### src/rtl/plat_pkg.sv
// ---------------------------------------------------------------------------
// Phase limit alarm tracker package
// Shared types, constants and register indexes for the alarm tracker.
// ---------------------------------------------------------------------------
`default_nettype none

package plat_pkg;

	localparam int unsigned NumPhases  = 3;
	localparam int unsigned NumEvents  = 2 * NumPhases;
	localparam int unsigned FifoDepth  = 4;
	localparam int unsigned FifoPtrW   = $clog2(FifoDepth);
	localparam int unsigned CfgDataW   = 20;
	localparam int unsigned CfgIndexW  = 2;
	localparam int unsigned DurW       = 27;
	localparam int unsigned ElapsedW   = 30;

	// Multiplying a quarter of the elapsed seconds by this and dropping 34 bits
	// gives the exact quotient by 60 for every 32-bit input.
	localparam logic [30:0] MinuteRecip = 31'd1145324613;
	localparam int unsigned MinuteShift = 34;

	typedef logic [31:0] sec_t;
	typedef logic [15:0] volt_t;
	typedef logic [19:0] amp_t;

	typedef enum logic [CfgIndexW-1:0] {
		CFG_VOLT_LIMIT = 2'd0,
		CFG_AMP_LIMIT  = 2'd1,
		CFG_VOLT_EN    = 2'd2,
		CFG_AMP_EN     = 2'd3
	} cfg_index_t;

	typedef struct packed {
		volt_t volt_limit;
		amp_t  amp_limit;
		logic  volt_en;
		logic  amp_en;
	} cfg_t;

	// One queued sample: bits 0..2 of the masks are the voltage phases,
	// bits 3..5 the current phases.
	typedef struct packed {
		sec_t                          stamp;
		volt_t [NumPhases-1:0]         volt;
		amp_t  [NumPhases-1:0]         amp;
		logic  [NumEvents-1:0]         fire;
		logic  [NumEvents-1:0]         onset;
		sec_t  [NumEvents-1:0]         elapsed;
	} entry_t;

endpackage

`default_nettype wire

### src/rtl/plat_if.sv
// ---------------------------------------------------------------------------
// Alarm tracker channels
// Valid/ready channels for measurement samples and alarm records.
// ---------------------------------------------------------------------------
`default_nettype none

interface plat_sample_if;
	logic        valid;
	logic        ready;
	logic [31:0] now_seconds;
	logic [15:0] volt_a;
	logic [15:0] volt_b;
	logic [15:0] volt_c;
	logic [19:0] amp_a;
	logic [19:0] amp_b;
	logic [19:0] amp_c;

	modport source (output valid, now_seconds, volt_a, volt_b, volt_c, amp_a, amp_b, amp_c,
		input ready);
	modport sink (input valid, now_seconds, volt_a, volt_b, volt_c, amp_a, amp_b, amp_c,
		output ready);
endinterface

interface plat_record_if;
	logic        valid;
	logic        ready;
	logic        event_kind;
	logic [1:0]  phase_index;
	logic        is_onset;
	logic [26:0] duration_minutes;
	logic [31:0] stamp_seconds;
	logic [15:0] snap_volt_a;
	logic [15:0] snap_volt_b;
	logic [15:0] snap_volt_c;
	logic [19:0] snap_amp_a;
	logic [19:0] snap_amp_b;
	logic [19:0] snap_amp_c;
	logic        final_of_sample;

	modport source (output valid, event_kind, phase_index, is_onset, duration_minutes,
		stamp_seconds, snap_volt_a, snap_volt_b, snap_volt_c, snap_amp_a, snap_amp_b,
		snap_amp_c, final_of_sample, input ready);
	modport sink (input valid, event_kind, phase_index, is_onset, duration_minutes,
		stamp_seconds, snap_volt_a, snap_volt_b, snap_volt_c, snap_amp_a, snap_amp_b,
		snap_amp_c, final_of_sample, output ready);
endinterface

`default_nettype wire

### src/rtl/plat_front.sv
// ---------------------------------------------------------------------------
// Alarm tracker front end
// Accepts samples, steps the per-phase alarm state and queues the events.
// ---------------------------------------------------------------------------
`default_nettype none

module plat_front
	import plat_pkg::*;
(
	input  wire logic       clk,
	input  wire logic       arst_n,
	plat_sample_if.sink     sample,
	input  wire cfg_t       cfg,
	input  wire logic       full,
	output logic            push,
	output entry_t          push_entry
);

	logic [NumPhases-1:0]        volt_act_q, volt_pv_q, amp_act_q;
	sec_t [NumPhases-1:0]        volt_start_q, amp_start_q;
	logic [NumPhases-1:0]        volt_act_d, volt_pv_d, amp_act_d;
	sec_t [NumPhases-1:0]        volt_start_d, amp_start_d;
	logic                        accept;
	entry_t                      ent;

	assign sample.ready = !full;
	assign accept       = sample.valid && !full;

	always_comb begin
		sec_t  now;
		volt_t v;
		amp_t  a;
		logic  vfire, afire;
		now = sample.now_seconds;
		volt_act_d   = volt_act_q;
		volt_pv_d    = volt_pv_q;
		volt_start_d = volt_start_q;
		amp_act_d    = amp_act_q;
		amp_start_d  = amp_start_q;
		ent.stamp    = now;
		ent.volt     = '{sample.volt_c, sample.volt_b, sample.volt_a};
		ent.amp      = '{sample.amp_c, sample.amp_b, sample.amp_a};
		ent.fire     = '0;
		ent.onset    = '0;
		ent.elapsed  = '0;
		for (int i = 0; i < NumPhases; i++) begin
			v     = ent.volt[i];
			a     = ent.amp[i];
			vfire = 1'b0;
			afire = 1'b0;
			if (volt_act_q[i]) begin
				if (v > cfg.volt_limit) begin
					vfire = 1'b1;
					if (volt_pv_q[i] && now > volt_start_q[i])
						ent.elapsed[i] = now - volt_start_q[i];
					volt_act_d[i]   = 1'b0;
					volt_pv_d[i]    = 1'b0;
					volt_start_d[i] = '0;
				end
			end else if (v < cfg.volt_limit) begin
				if (volt_pv_q[i]) begin
					volt_act_d[i] = 1'b1;
					ent.onset[i]  = 1'b1;
					vfire         = 1'b1;
				end else begin
					volt_pv_d[i]    = 1'b1;
					volt_start_d[i] = now;
				end
			end
			if (amp_act_q[i]) begin
				if (a < cfg.amp_limit) begin
					afire = 1'b1;
					if (now > amp_start_q[i])
						ent.elapsed[NumPhases+i] = now - amp_start_q[i];
					amp_act_d[i] = 1'b0;
				end
			end else if (a > cfg.amp_limit) begin
				amp_act_d[i]             = 1'b1;
				amp_start_d[i]           = now;
				ent.onset[NumPhases+i]   = 1'b1;
				afire                    = 1'b1;
			end
			ent.fire[i]           = vfire && cfg.volt_en;
			ent.fire[NumPhases+i] = afire && cfg.amp_en;
		end
	end

	// A sample that raises no record still steps the state but is not queued.
	assign push       = accept && (ent.fire != '0);
	assign push_entry = ent;

	always_ff @(posedge clk or negedge arst_n) begin
		if (!arst_n) begin
			volt_act_q   <= '0;
			volt_pv_q    <= '0;
			volt_start_q <= '0;
			amp_act_q    <= '0;
			amp_start_q  <= '0;
		end else if (accept) begin
			volt_act_q   <= volt_act_d;
			volt_pv_q    <= volt_pv_d;
			volt_start_q <= volt_start_d;
			amp_act_q    <= amp_act_d;
			amp_start_q  <= amp_start_d;
		end
	end

endmodule

`default_nettype wire

### src/rtl/plat_fifo.sv
// ---------------------------------------------------------------------------
// Alarm tracker event queue
// Short queue of classified samples between the front and back ends.
// ---------------------------------------------------------------------------
`default_nettype none

module plat_fifo
	import plat_pkg::*;
(
	input  wire logic   clk,
	input  wire logic   arst_n,
	input  wire logic   push,
	input  wire entry_t push_entry,
	input  wire logic   pop,
	output entry_t      head,
	output logic        full,
	output logic        empty
);

	entry_t [FifoDepth-1:0] mem_q;
	logic [FifoPtrW-1:0]    wr_ptr_q, rd_ptr_q;
	logic [FifoPtrW:0]      count_q;

	assign full  = (count_q == (FifoPtrW+1)'(FifoDepth));
	assign empty = (count_q == '0);
	assign head  = mem_q[rd_ptr_q];

	always_ff @(posedge clk) begin
		if (push)
			mem_q[wr_ptr_q] <= push_entry;
	end

	always_ff @(posedge clk or negedge arst_n) begin
		if (!arst_n) begin
			wr_ptr_q <= '0;
			rd_ptr_q <= '0;
			count_q  <= '0;
		end else begin
			if (push)
				wr_ptr_q <= wr_ptr_q + 1'b1;
			if (pop)
				rd_ptr_q <= rd_ptr_q + 1'b1;
			if (push && !pop)
				count_q <= count_q + 1'b1;
			else if (pop && !push)
				count_q <= count_q - 1'b1;
		end
	end

endmodule

`default_nettype wire

### src/rtl/plat_back.sv
// ---------------------------------------------------------------------------
// Alarm tracker back end
// Serialises the queued events into records and converts durations to minutes.
// ---------------------------------------------------------------------------
`default_nettype none

module plat_back
	import plat_pkg::*;
(
	input  wire logic   clk,
	input  wire logic   arst_n,
	input  wire logic   empty,
	input  wire entry_t head,
	output logic        pop,
	plat_record_if.source record
);

	logic [NumEvents-1:0]   done_q, pend, sel_bit;
	logic [2:0]             sel_idx;
	logic                   adv, issue, last;
	logic                   valid_s1, valid_s2;
	logic                   kind_s1, onset_s1, final_s1;
	logic [1:0]             phase_s1;
	logic [ElapsedW-1:0]    quarter_s1;
	sec_t                   stamp_s1;
	volt_t [NumPhases-1:0]  volt_s1;
	amp_t  [NumPhases-1:0]  amp_s1;
	logic [60:0]            prod;
	sec_t                   sel_elapsed;

	assign pend = head.fire & ~done_q;

	always_comb begin
		sel_idx = '0;
		for (int k = NumEvents - 1; k >= 0; k--) begin
			if (pend[k])
				sel_idx = 3'(k);
		end
	end

	assign sel_bit     = NumEvents'(1) << sel_idx;
	assign sel_elapsed = head.elapsed[sel_idx];
	assign last        = ((pend & ~sel_bit) == '0);
	assign adv         = !valid_s2 || record.ready;
	assign issue       = adv && !empty;
	assign pop         = issue && last;

	always_ff @(posedge clk or negedge arst_n) begin
		if (!arst_n) begin
			done_q   <= '0;
			valid_s1 <= 1'b0;
			valid_s2 <= 1'b0;
		end else begin
			if (pop)
				done_q <= '0;
			else if (issue)
				done_q <= done_q | sel_bit;
			if (adv) begin
				valid_s1 <= issue;
				valid_s2 <= valid_s1;
			end
		end
	end

	always_ff @(posedge clk) begin
		if (adv) begin
			kind_s1    <= (sel_idx >= 3'(NumPhases));
			phase_s1   <= (sel_idx >= 3'(NumPhases)) ? 2'(sel_idx - 3'(NumPhases))
				: 2'(sel_idx);
			onset_s1   <= head.onset[sel_idx];
			final_s1   <= last;
			quarter_s1 <= sel_elapsed[31:2];
			stamp_s1   <= head.stamp;
			volt_s1    <= head.volt;
			amp_s1     <= head.amp;
		end
	end

	assign prod = {31'b0, quarter_s1} * {30'b0, MinuteRecip};

	always_ff @(posedge clk) begin
		if (adv) begin
			record.event_kind       <= kind_s1;
			record.phase_index      <= phase_s1;
			record.is_onset         <= onset_s1;
			record.duration_minutes <= prod[MinuteShift +: DurW];
			record.stamp_seconds    <= stamp_s1;
			record.snap_volt_a      <= volt_s1[0];
			record.snap_volt_b      <= volt_s1[1];
			record.snap_volt_c      <= volt_s1[2];
			record.snap_amp_a       <= amp_s1[0];
			record.snap_amp_b       <= amp_s1[1];
			record.snap_amp_c       <= amp_s1[2];
			record.final_of_sample  <= final_s1;
		end
	end

	assign record.valid = valid_s2;

endmodule

`default_nettype wire

### src/rtl/phase_limit_alarm_tracker_unit.sv
// A sample is taken whenever the queue has room; its alarm state is updated at
// once, so samples may follow in every cycle while the queue is not full.
// The first record of a sample passes through the queue, the s1 stage and the output
// register; the back end then gives one record per cycle while the record side is ready.
// The four-entry queue sets how far the front end may run ahead of the back end.
// Reset clears the alarm state, the queue and the pipeline and loads register defaults.
// ---------------------------------------------------------------------------
// Phase limit alarm tracker
// Per-phase voltage low and current over limit alarms with onset and recovery records.
// ---------------------------------------------------------------------------
`default_nettype none

module phase_limit_alarm_tracker_unit
	import plat_pkg::*;
(
	input  wire logic                 clk,
	input  wire logic                 arst_n,
	plat_sample_if.sink               sample,
	plat_record_if.source             record,
	input  wire logic                 cfg_we,
	input  wire logic [CfgIndexW-1:0] cfg_index,
	input  wire logic [CfgDataW-1:0]  cfg_data
);

	cfg_t   cfg_q;
	logic   push, pop, full, empty;
	entry_t push_entry, head;

	always_ff @(posedge clk or negedge arst_n) begin
		if (!arst_n) begin
			cfg_q.volt_limit <= '0;
			cfg_q.amp_limit  <= 20'd999999;
			cfg_q.volt_en    <= 1'b1;
			cfg_q.amp_en     <= 1'b1;
		end else if (cfg_we) begin
			unique case (cfg_index_t'(cfg_index))
				CFG_VOLT_LIMIT: cfg_q.volt_limit <= cfg_data[15:0];
				CFG_AMP_LIMIT:  cfg_q.amp_limit  <= cfg_data;
				CFG_VOLT_EN:    cfg_q.volt_en    <= cfg_data[0];
				CFG_AMP_EN:     cfg_q.amp_en     <= cfg_data[0];
				default: ;
			endcase
		end
	end

	plat_front u_front (
		.clk        (clk),
		.arst_n     (arst_n),
		.sample     (sample),
		.cfg        (cfg_q),
		.full       (full),
		.push       (push),
		.push_entry (push_entry)
	);

	plat_fifo u_fifo (
		.clk        (clk),
		.arst_n     (arst_n),
		.push       (push),
		.push_entry (push_entry),
		.pop        (pop),
		.head       (head),
		.full       (full),
		.empty      (empty)
	);

	plat_back u_back (
		.clk    (clk),
		.arst_n (arst_n),
		.empty  (empty),
		.head   (head),
		.pop    (pop),
		.record (record)
	);

endmodule

`default_nettype wire

### src/flat_wrapper.sv
// flat-port wrapper written by rule: the top's interface ports become plain ports
module phase_limit_alarm_tracker_unit_flat import plat_pkg::*;
  (clk, arst_n, cfg_we, cfg_index, cfg_data, sample_valid, sample_now_seconds, sample_volt_a, sample_volt_b, sample_volt_c, sample_amp_a, sample_amp_b, sample_amp_c, sample_ready, record_valid, record_event_kind, record_phase_index, record_is_onset, record_duration_minutes, record_stamp_seconds, record_snap_volt_a, record_snap_volt_b, record_snap_volt_c, record_snap_amp_a, record_snap_amp_b, record_snap_amp_c, record_final_of_sample, record_ready);
  plat_sample_if sample_i ();
  plat_record_if record_i ();
  input  wire logic clk;
  input  wire logic arst_n;
  input  wire logic cfg_we;
  input  wire logic [CfgIndexW-1:0] cfg_index;
  input  wire logic [CfgDataW-1:0] cfg_data;
  input wire logic [$bits(sample_i.valid)-1:0] sample_valid;
  input wire logic [$bits(sample_i.now_seconds)-1:0] sample_now_seconds;
  input wire logic [$bits(sample_i.volt_a)-1:0] sample_volt_a;
  input wire logic [$bits(sample_i.volt_b)-1:0] sample_volt_b;
  input wire logic [$bits(sample_i.volt_c)-1:0] sample_volt_c;
  input wire logic [$bits(sample_i.amp_a)-1:0] sample_amp_a;
  input wire logic [$bits(sample_i.amp_b)-1:0] sample_amp_b;
  input wire logic [$bits(sample_i.amp_c)-1:0] sample_amp_c;
  output wire logic [$bits(sample_i.ready)-1:0] sample_ready;
  output wire logic [$bits(record_i.valid)-1:0] record_valid;
  output wire logic [$bits(record_i.event_kind)-1:0] record_event_kind;
  output wire logic [$bits(record_i.phase_index)-1:0] record_phase_index;
  output wire logic [$bits(record_i.is_onset)-1:0] record_is_onset;
  output wire logic [$bits(record_i.duration_minutes)-1:0] record_duration_minutes;
  output wire logic [$bits(record_i.stamp_seconds)-1:0] record_stamp_seconds;
  output wire logic [$bits(record_i.snap_volt_a)-1:0] record_snap_volt_a;
  output wire logic [$bits(record_i.snap_volt_b)-1:0] record_snap_volt_b;
  output wire logic [$bits(record_i.snap_volt_c)-1:0] record_snap_volt_c;
  output wire logic [$bits(record_i.snap_amp_a)-1:0] record_snap_amp_a;
  output wire logic [$bits(record_i.snap_amp_b)-1:0] record_snap_amp_b;
  output wire logic [$bits(record_i.snap_amp_c)-1:0] record_snap_amp_c;
  output wire logic [$bits(record_i.final_of_sample)-1:0] record_final_of_sample;
  input wire logic [$bits(record_i.ready)-1:0] record_ready;
  assign sample_i.valid = sample_valid;
  assign sample_i.now_seconds = sample_now_seconds;
  assign sample_i.volt_a = sample_volt_a;
  assign sample_i.volt_b = sample_volt_b;
  assign sample_i.volt_c = sample_volt_c;
  assign sample_i.amp_a = sample_amp_a;
  assign sample_i.amp_b = sample_amp_b;
  assign sample_i.amp_c = sample_amp_c;
  assign sample_ready = sample_i.ready;
  assign record_valid = record_i.valid;
  assign record_event_kind = record_i.event_kind;
  assign record_phase_index = record_i.phase_index;
  assign record_is_onset = record_i.is_onset;
  assign record_duration_minutes = record_i.duration_minutes;
  assign record_stamp_seconds = record_i.stamp_seconds;
  assign record_snap_volt_a = record_i.snap_volt_a;
  assign record_snap_volt_b = record_i.snap_volt_b;
  assign record_snap_volt_c = record_i.snap_volt_c;
  assign record_snap_amp_a = record_i.snap_amp_a;
  assign record_snap_amp_b = record_i.snap_amp_b;
  assign record_snap_amp_c = record_i.snap_amp_c;
  assign record_final_of_sample = record_i.final_of_sample;
  assign record_i.ready = record_ready;
  phase_limit_alarm_tracker_unit u_core (.clk(clk), .arst_n(arst_n), .sample(sample_i), .record(record_i), .cfg_we(cfg_we), .cfg_index(cfg_index), .cfg_data(cfg_data));
endmodule
### config.mk
export PLATFORM = sky130hd
export DESIGN_NAME = phase_limit_alarm_tracker_unit_flat
export DESIGN_NICKNAME = d
export VERILOG_FILES = /design/src/rtl/plat_pkg.sv /design/src/rtl/plat_if.sv /design/src/rtl/plat_front.sv /design/src/rtl/plat_fifo.sv /design/src/rtl/plat_back.sv /design/src/rtl/phase_limit_alarm_tracker_unit.sv /design/src/flat_wrapper.sv
export SDC_FILE = /design/constraint.sdc
export NUM_CORES = 2
export LEC_CHECK = 0
export BUFFER_PORTS_ARGS = -buffer_cell sky130_fd_sc_hd__clkbuf_2
export CELL_PAD_IN_SITES_DETAIL_PLACEMENT = 1
export CELL_PAD_IN_SITES_GLOBAL_PLACEMENT = 2
export CORE_AREA = 2 2 428 430
export DETAILED_ROUTE_END_ITERATION = 16
export DIE_AREA = 0 0 430 432
export MAX_ROUTING_LAYER = met4
export PLACE_DENSITY_LB_ADDON = 0.05
export SLEW_MARGIN = 5
export SYNTH_ARGS = -nofsm -noshare
export SYNTH_HDL_FRONTEND = slang
export SYNTH_SLANG_ARGS = --single-unit
### constraint.sdc
create_clock -name clk -period 17.6 [get_ports clk]
set_input_delay 1.76 -clock clk [delete_from_list [all_inputs] [get_ports clk]]
set_output_delay 1.76 -clock clk [all_outputs]
set_load 0.05 [all_outputs]
==> impl_metrics.env <==
export IMPL_status="completed"
export IMPL_grt_pass1_wl_um=355000
export IMPL_insertion_delay_ps=850
export IMPL_reg2reg_depth=14
export IMPL_finalSetupViolCount=0
export IMPL_cp_slowest_cell="buf_4"
export IMPL_drc=0
export IMPL_grt_pass1_vias=54400
export IMPL_cts_max_path_buffers=3
export IMPL_rr_startpoint="u_core.cfg_q[25]$_DFFE_PN0P_"
export IMPL_drive_above_1_share_pct=19.4
export IMPL_io_pins=341
export IMPL_filler_cell_count=17000
export IMPL_totalWireLength_um=237000
export IMPL_gp_congestion=0.858
export IMPL_core_um2=182000
export IMPL_crit_top_cell="buf_4"
export IMPL_synthCells=5715
export IMPL_worstSetupEndpoint="u_core.u_fifo.mem_q[8]$_DFFE_PP_"
export IMPL_fin_nets=7045
export IMPL_dieArea_um2=186000
export IMPL_worstSetupPathType="in2reg"
export IMPL_clkTransAtPathRegs_ps=60
export IMPL_drtIter0Drc=3564
export IMPL_yosysTopAreaCell="edfxtp_1"
export IMPL_worst_ep_required_time_ps=18070
export IMPL_synth_flop_cell="edfxtp_1"
export IMPL_die_w_um=430
export IMPL_clockRootBuffer="clkbuf_16"
export IMPL_hpwl_um=163000
export IMPL_async_reset_ff_share_pct=13.2
export IMPL_crit_path_max_fanout=64
export IMPL_holdCritPathClass="reg2reg"
export IMPL_wl_per_cell_um=27.1
export IMPL_worstReg2RegEnd="u_core.u_fifo.mem_q[8]$_DFFE_PP_"
export IMPL_post_cts_buffers=0
export IMPL_ys_ff_latch=1929
export IMPL_rsz0062_at_grt="false"
export IMPL_io_buffers=340
export IMPL_startpoint_type="input pin"
export IMPL_finalMaxSlewViolations=0
export IMPL_clock_sinks=1929
export IMPL_slew_headroom_pct=21.2
export IMPL_start_util_pct=49.5
export IMPL_synth_top_area_share_pct=55.9
export IMPL_yosysSeqAreaShare_pct=63.0
export IMPL_holdBufCountCts=0
export IMPL_avgSynthCellArea_um2=15.7
export IMPL_hold_viol=0
export IMPL_arrival_ps=8440
export IMPL_yosysWarnings=0
export IMPL_grt_ovfl_total=0
export IMPL_r2r_slack_ps=10150
export IMPL_hold_path_cell_count=0
export IMPL_synth_cell_type_count=84
export IMPL_areaGrowthSynthToFinish_pct=12.7
export IMPL_path_cells="clkbuf_2 > ha_1 > a21o_1 > a21oi_1 > a21oi_1 > o31ai_1 > o211ai_1 > nor3b_1 > o41ai_2 > a41oi_2 > and2_4 > buf_4 > buf_4 > buf_4"
export IMPL_viasPerCell=5.82
export IMPL_critPathTopFamily="buffers and inverters"
export IMPL_fin_crit_sh_pct=45.3
export IMPL_groute_usage_overall_pct=26.6
export IMPL_cts_tree="yes"
export IMPL_yosys_top_cells_count="1,675 x edfxtp_1, 582 x ha_1, 516 x inv_1"
export IMPL_die_h_um=432
export IMPL_synth_edf_count=1675
export IMPL_cp_depth=14
export IMPL_synth_most_common_cell="edfxtp_1"
export IMPL_firstDrtPassIters=5
export IMPL_rows=157
export IMPL_crit_start="sample_volt_c[3]"
export IMPL_cts_buffers=200
export IMPL_tightest_slew_ps=1180
export IMPL_synth_area_top_cells="edfxtp_1 56%, mux4_2 8.3%, ha_1 8.1%"
export IMPL_syn_nets=6588
export IMPL_maxCapViolCount=0
export IMPL_grt_antenna_before_repair=12
export IMPL_cp_buffers_inverters=4
export IMPL_finClkSkew_ps=41.9
export IMPL_ant_nets=0
export IMPL_cts_htree_levels=4
export IMPL_post_cts_resize_count=0
export IMPL_fin_setup_tns_ps=0
export IMPL_fmax_mhz=125
export IMPL_end_kind="register"
export IMPL_min_period_ps=7970
export IMPL_grt_max_degree=145
export IMPL_via_count=50900
export IMPL_syn_cell_area_um2=90000
export IMPL_cpPeakStageDelay_ps=940
per-stage QoR:
step | utilization (%) | setup WS (ps) | std cells | hold slack (ps) | instance area (um2)
after floorplan | - | 5260 | 5715 | 400 | 90000
after global placement | 52.2 | 9000 | 8355 | 401 | 94800
after detailed placement | 52.2 | 8840 | 8355 | 405 | 94800
after CTS | 55.8 | 9640 | 8729 | 417 | 101000
after global routing | 55.8 | 9260 | 8736 | 422 | 101000
final | 55.8 | 9630 | 8740 | 417 | 101000
final cells by class:
| cell class | count | area, um2 | share of cell area [%] |
|---|---|---|---|
| repair buffers | 422 | 2400 | 2.37 |
| inverters | 517 | 1940 | 1.91 |
| clock buffers | 254 | 5390 | 5.32 |
| multi-input cells | 3102 | 30800 | 30.4 |
| flip-flops and latches | 1929 | 56700 | 55.9 |
| well taps | 2385 | 2980 | 2.94 |
| diodes | 11 | 27.5 | 0.0271 |
| clock inverters | 120 | 1170 | 1.15 |
worst min-delay path by stage:
stage,start,endpoint
2_1_floorplan,u_core.u_back.kind_s1$_DFFE_PP_,u_core.u_back.record.event_kind$_DFFE_PP_
3_3_place_gp,u_core.u_back.volt_s1[13]$_DFFE_PP_,u_core.u_back.record.snap_volt_a[13]$_DFFE_PP_
3_5_place_dp,u_core.u_back.stamp_s1[27]$_DFFE_PP_,u_core.u_back.record.stamp_seconds[27]$_DFFE_PP_
4_1_cts,u_core.u_back.amp_s1[0]$_DFFE_PP_,u_core.u_back.record.snap_amp_a[0]$_DFFE_PP_
5_1_grt,u_core.u_back.amp_s1[26]$_DFFE_PP_,u_core.u_back.record.snap_amp_b[6]$_DFFE_PP_
6_report,u_core.u_back.volt_s1[36]$_DFFE_PP_,u_core.u_back.record.snap_volt_c[4]$_DFFE_PP_
layer usage:
| layer | up-vias | part of all wire (%) | global-route usage [%] |
|---|---|---|---|
| met5 | - | 0 | - |
| met1 | 26700 | 44 | 35.8 |
| met2 | 1080 | 49 | 43.5 |
| met3 | 304 | 4.1 | 2.97 |
| li1 | 22800 | - | - |
| met4 | 0 | 2.3 | 6.75 |
cell families after synthesis:
| group | count (synthesis) | share of synthesized area [%] |
|---|---|---|
| DFF | 1929 | 63.0 |
| AOI/OAI and AO/OA | 888 | 6.62 |
| and+or+nand+nor | 821 | 4.42 |
| adders and majority gates | 706 | 10.9 |
| buffers and inverters | 684 | 2.91 |
| muxes | 527 | 10.7 |
| xor gates and xnor gates | 160 | 1.56 |
state kept, by name (all words and copies together), names as in the netlist, 3 cells and up:
register,flops
u_core.u_back.amp_s1,60
u_core.cfg_q,38
u_core.u_front.volt_start_q,96
u_core.u_back.record.snap_amp_a,20
u_core.u_back.record.snap_amp_b,20
u_core.u_back.record.snap_amp_c,20
u_core.u_front.volt_act_q,3
u_core.u_back.record.snap_volt_b,16
u_core.u_back.record.stamp_seconds,32
u_core.u_back.record.snap_volt_a,16
u_core.u_back.volt_s1,48
u_core.u_front.amp_act_q,3
u_core.u_front.amp_start_q,96
u_core.u_fifo.count_q,3
u_core.u_back.stamp_s1,32
u_core.u_back.record.snap_volt_c,16
u_core.u_back.record.duration_minutes,27
u_core.u_front.volt_pv_q,3
u_core.u_back.quarter_s1,30
u_core.u_back.done_q,6
u_core.u_fifo.mem_q,1328
placed cells by master, fill, tap and decap left out, types with 61 or more instances in the layout:
| master | n |
|---|---|
| clkbuf_2 | 339 |
| nand2_1 | 167 |
| nor2_1 | 272 |
| fa_1 | 124 |
| edfxtp_1 | 1675 |
| nor3_1 | 67 |
| a22o_1 | 96 |
| inv_1 | 516 |
| a21o_1 | 166 |
| clkbuf_16 | 203 |
| xnor2_1 | 96 |
| nand3_1 | 61 |
| mux4_2 | 332 |
| ha_1 | 582 |
| mux2_2 | 121 |
| mux2i_1 | 73 |
| buf_4 | 76 |
| dfrtp_1 | 238 |
| a21oi_1 | 231 |
| o21ai_0 | 152 |
| xor2_1 | 64 |
Power is not shown: default switching activity piles up to over one toggle a cycle in this logic, so the estimate is an artifact.
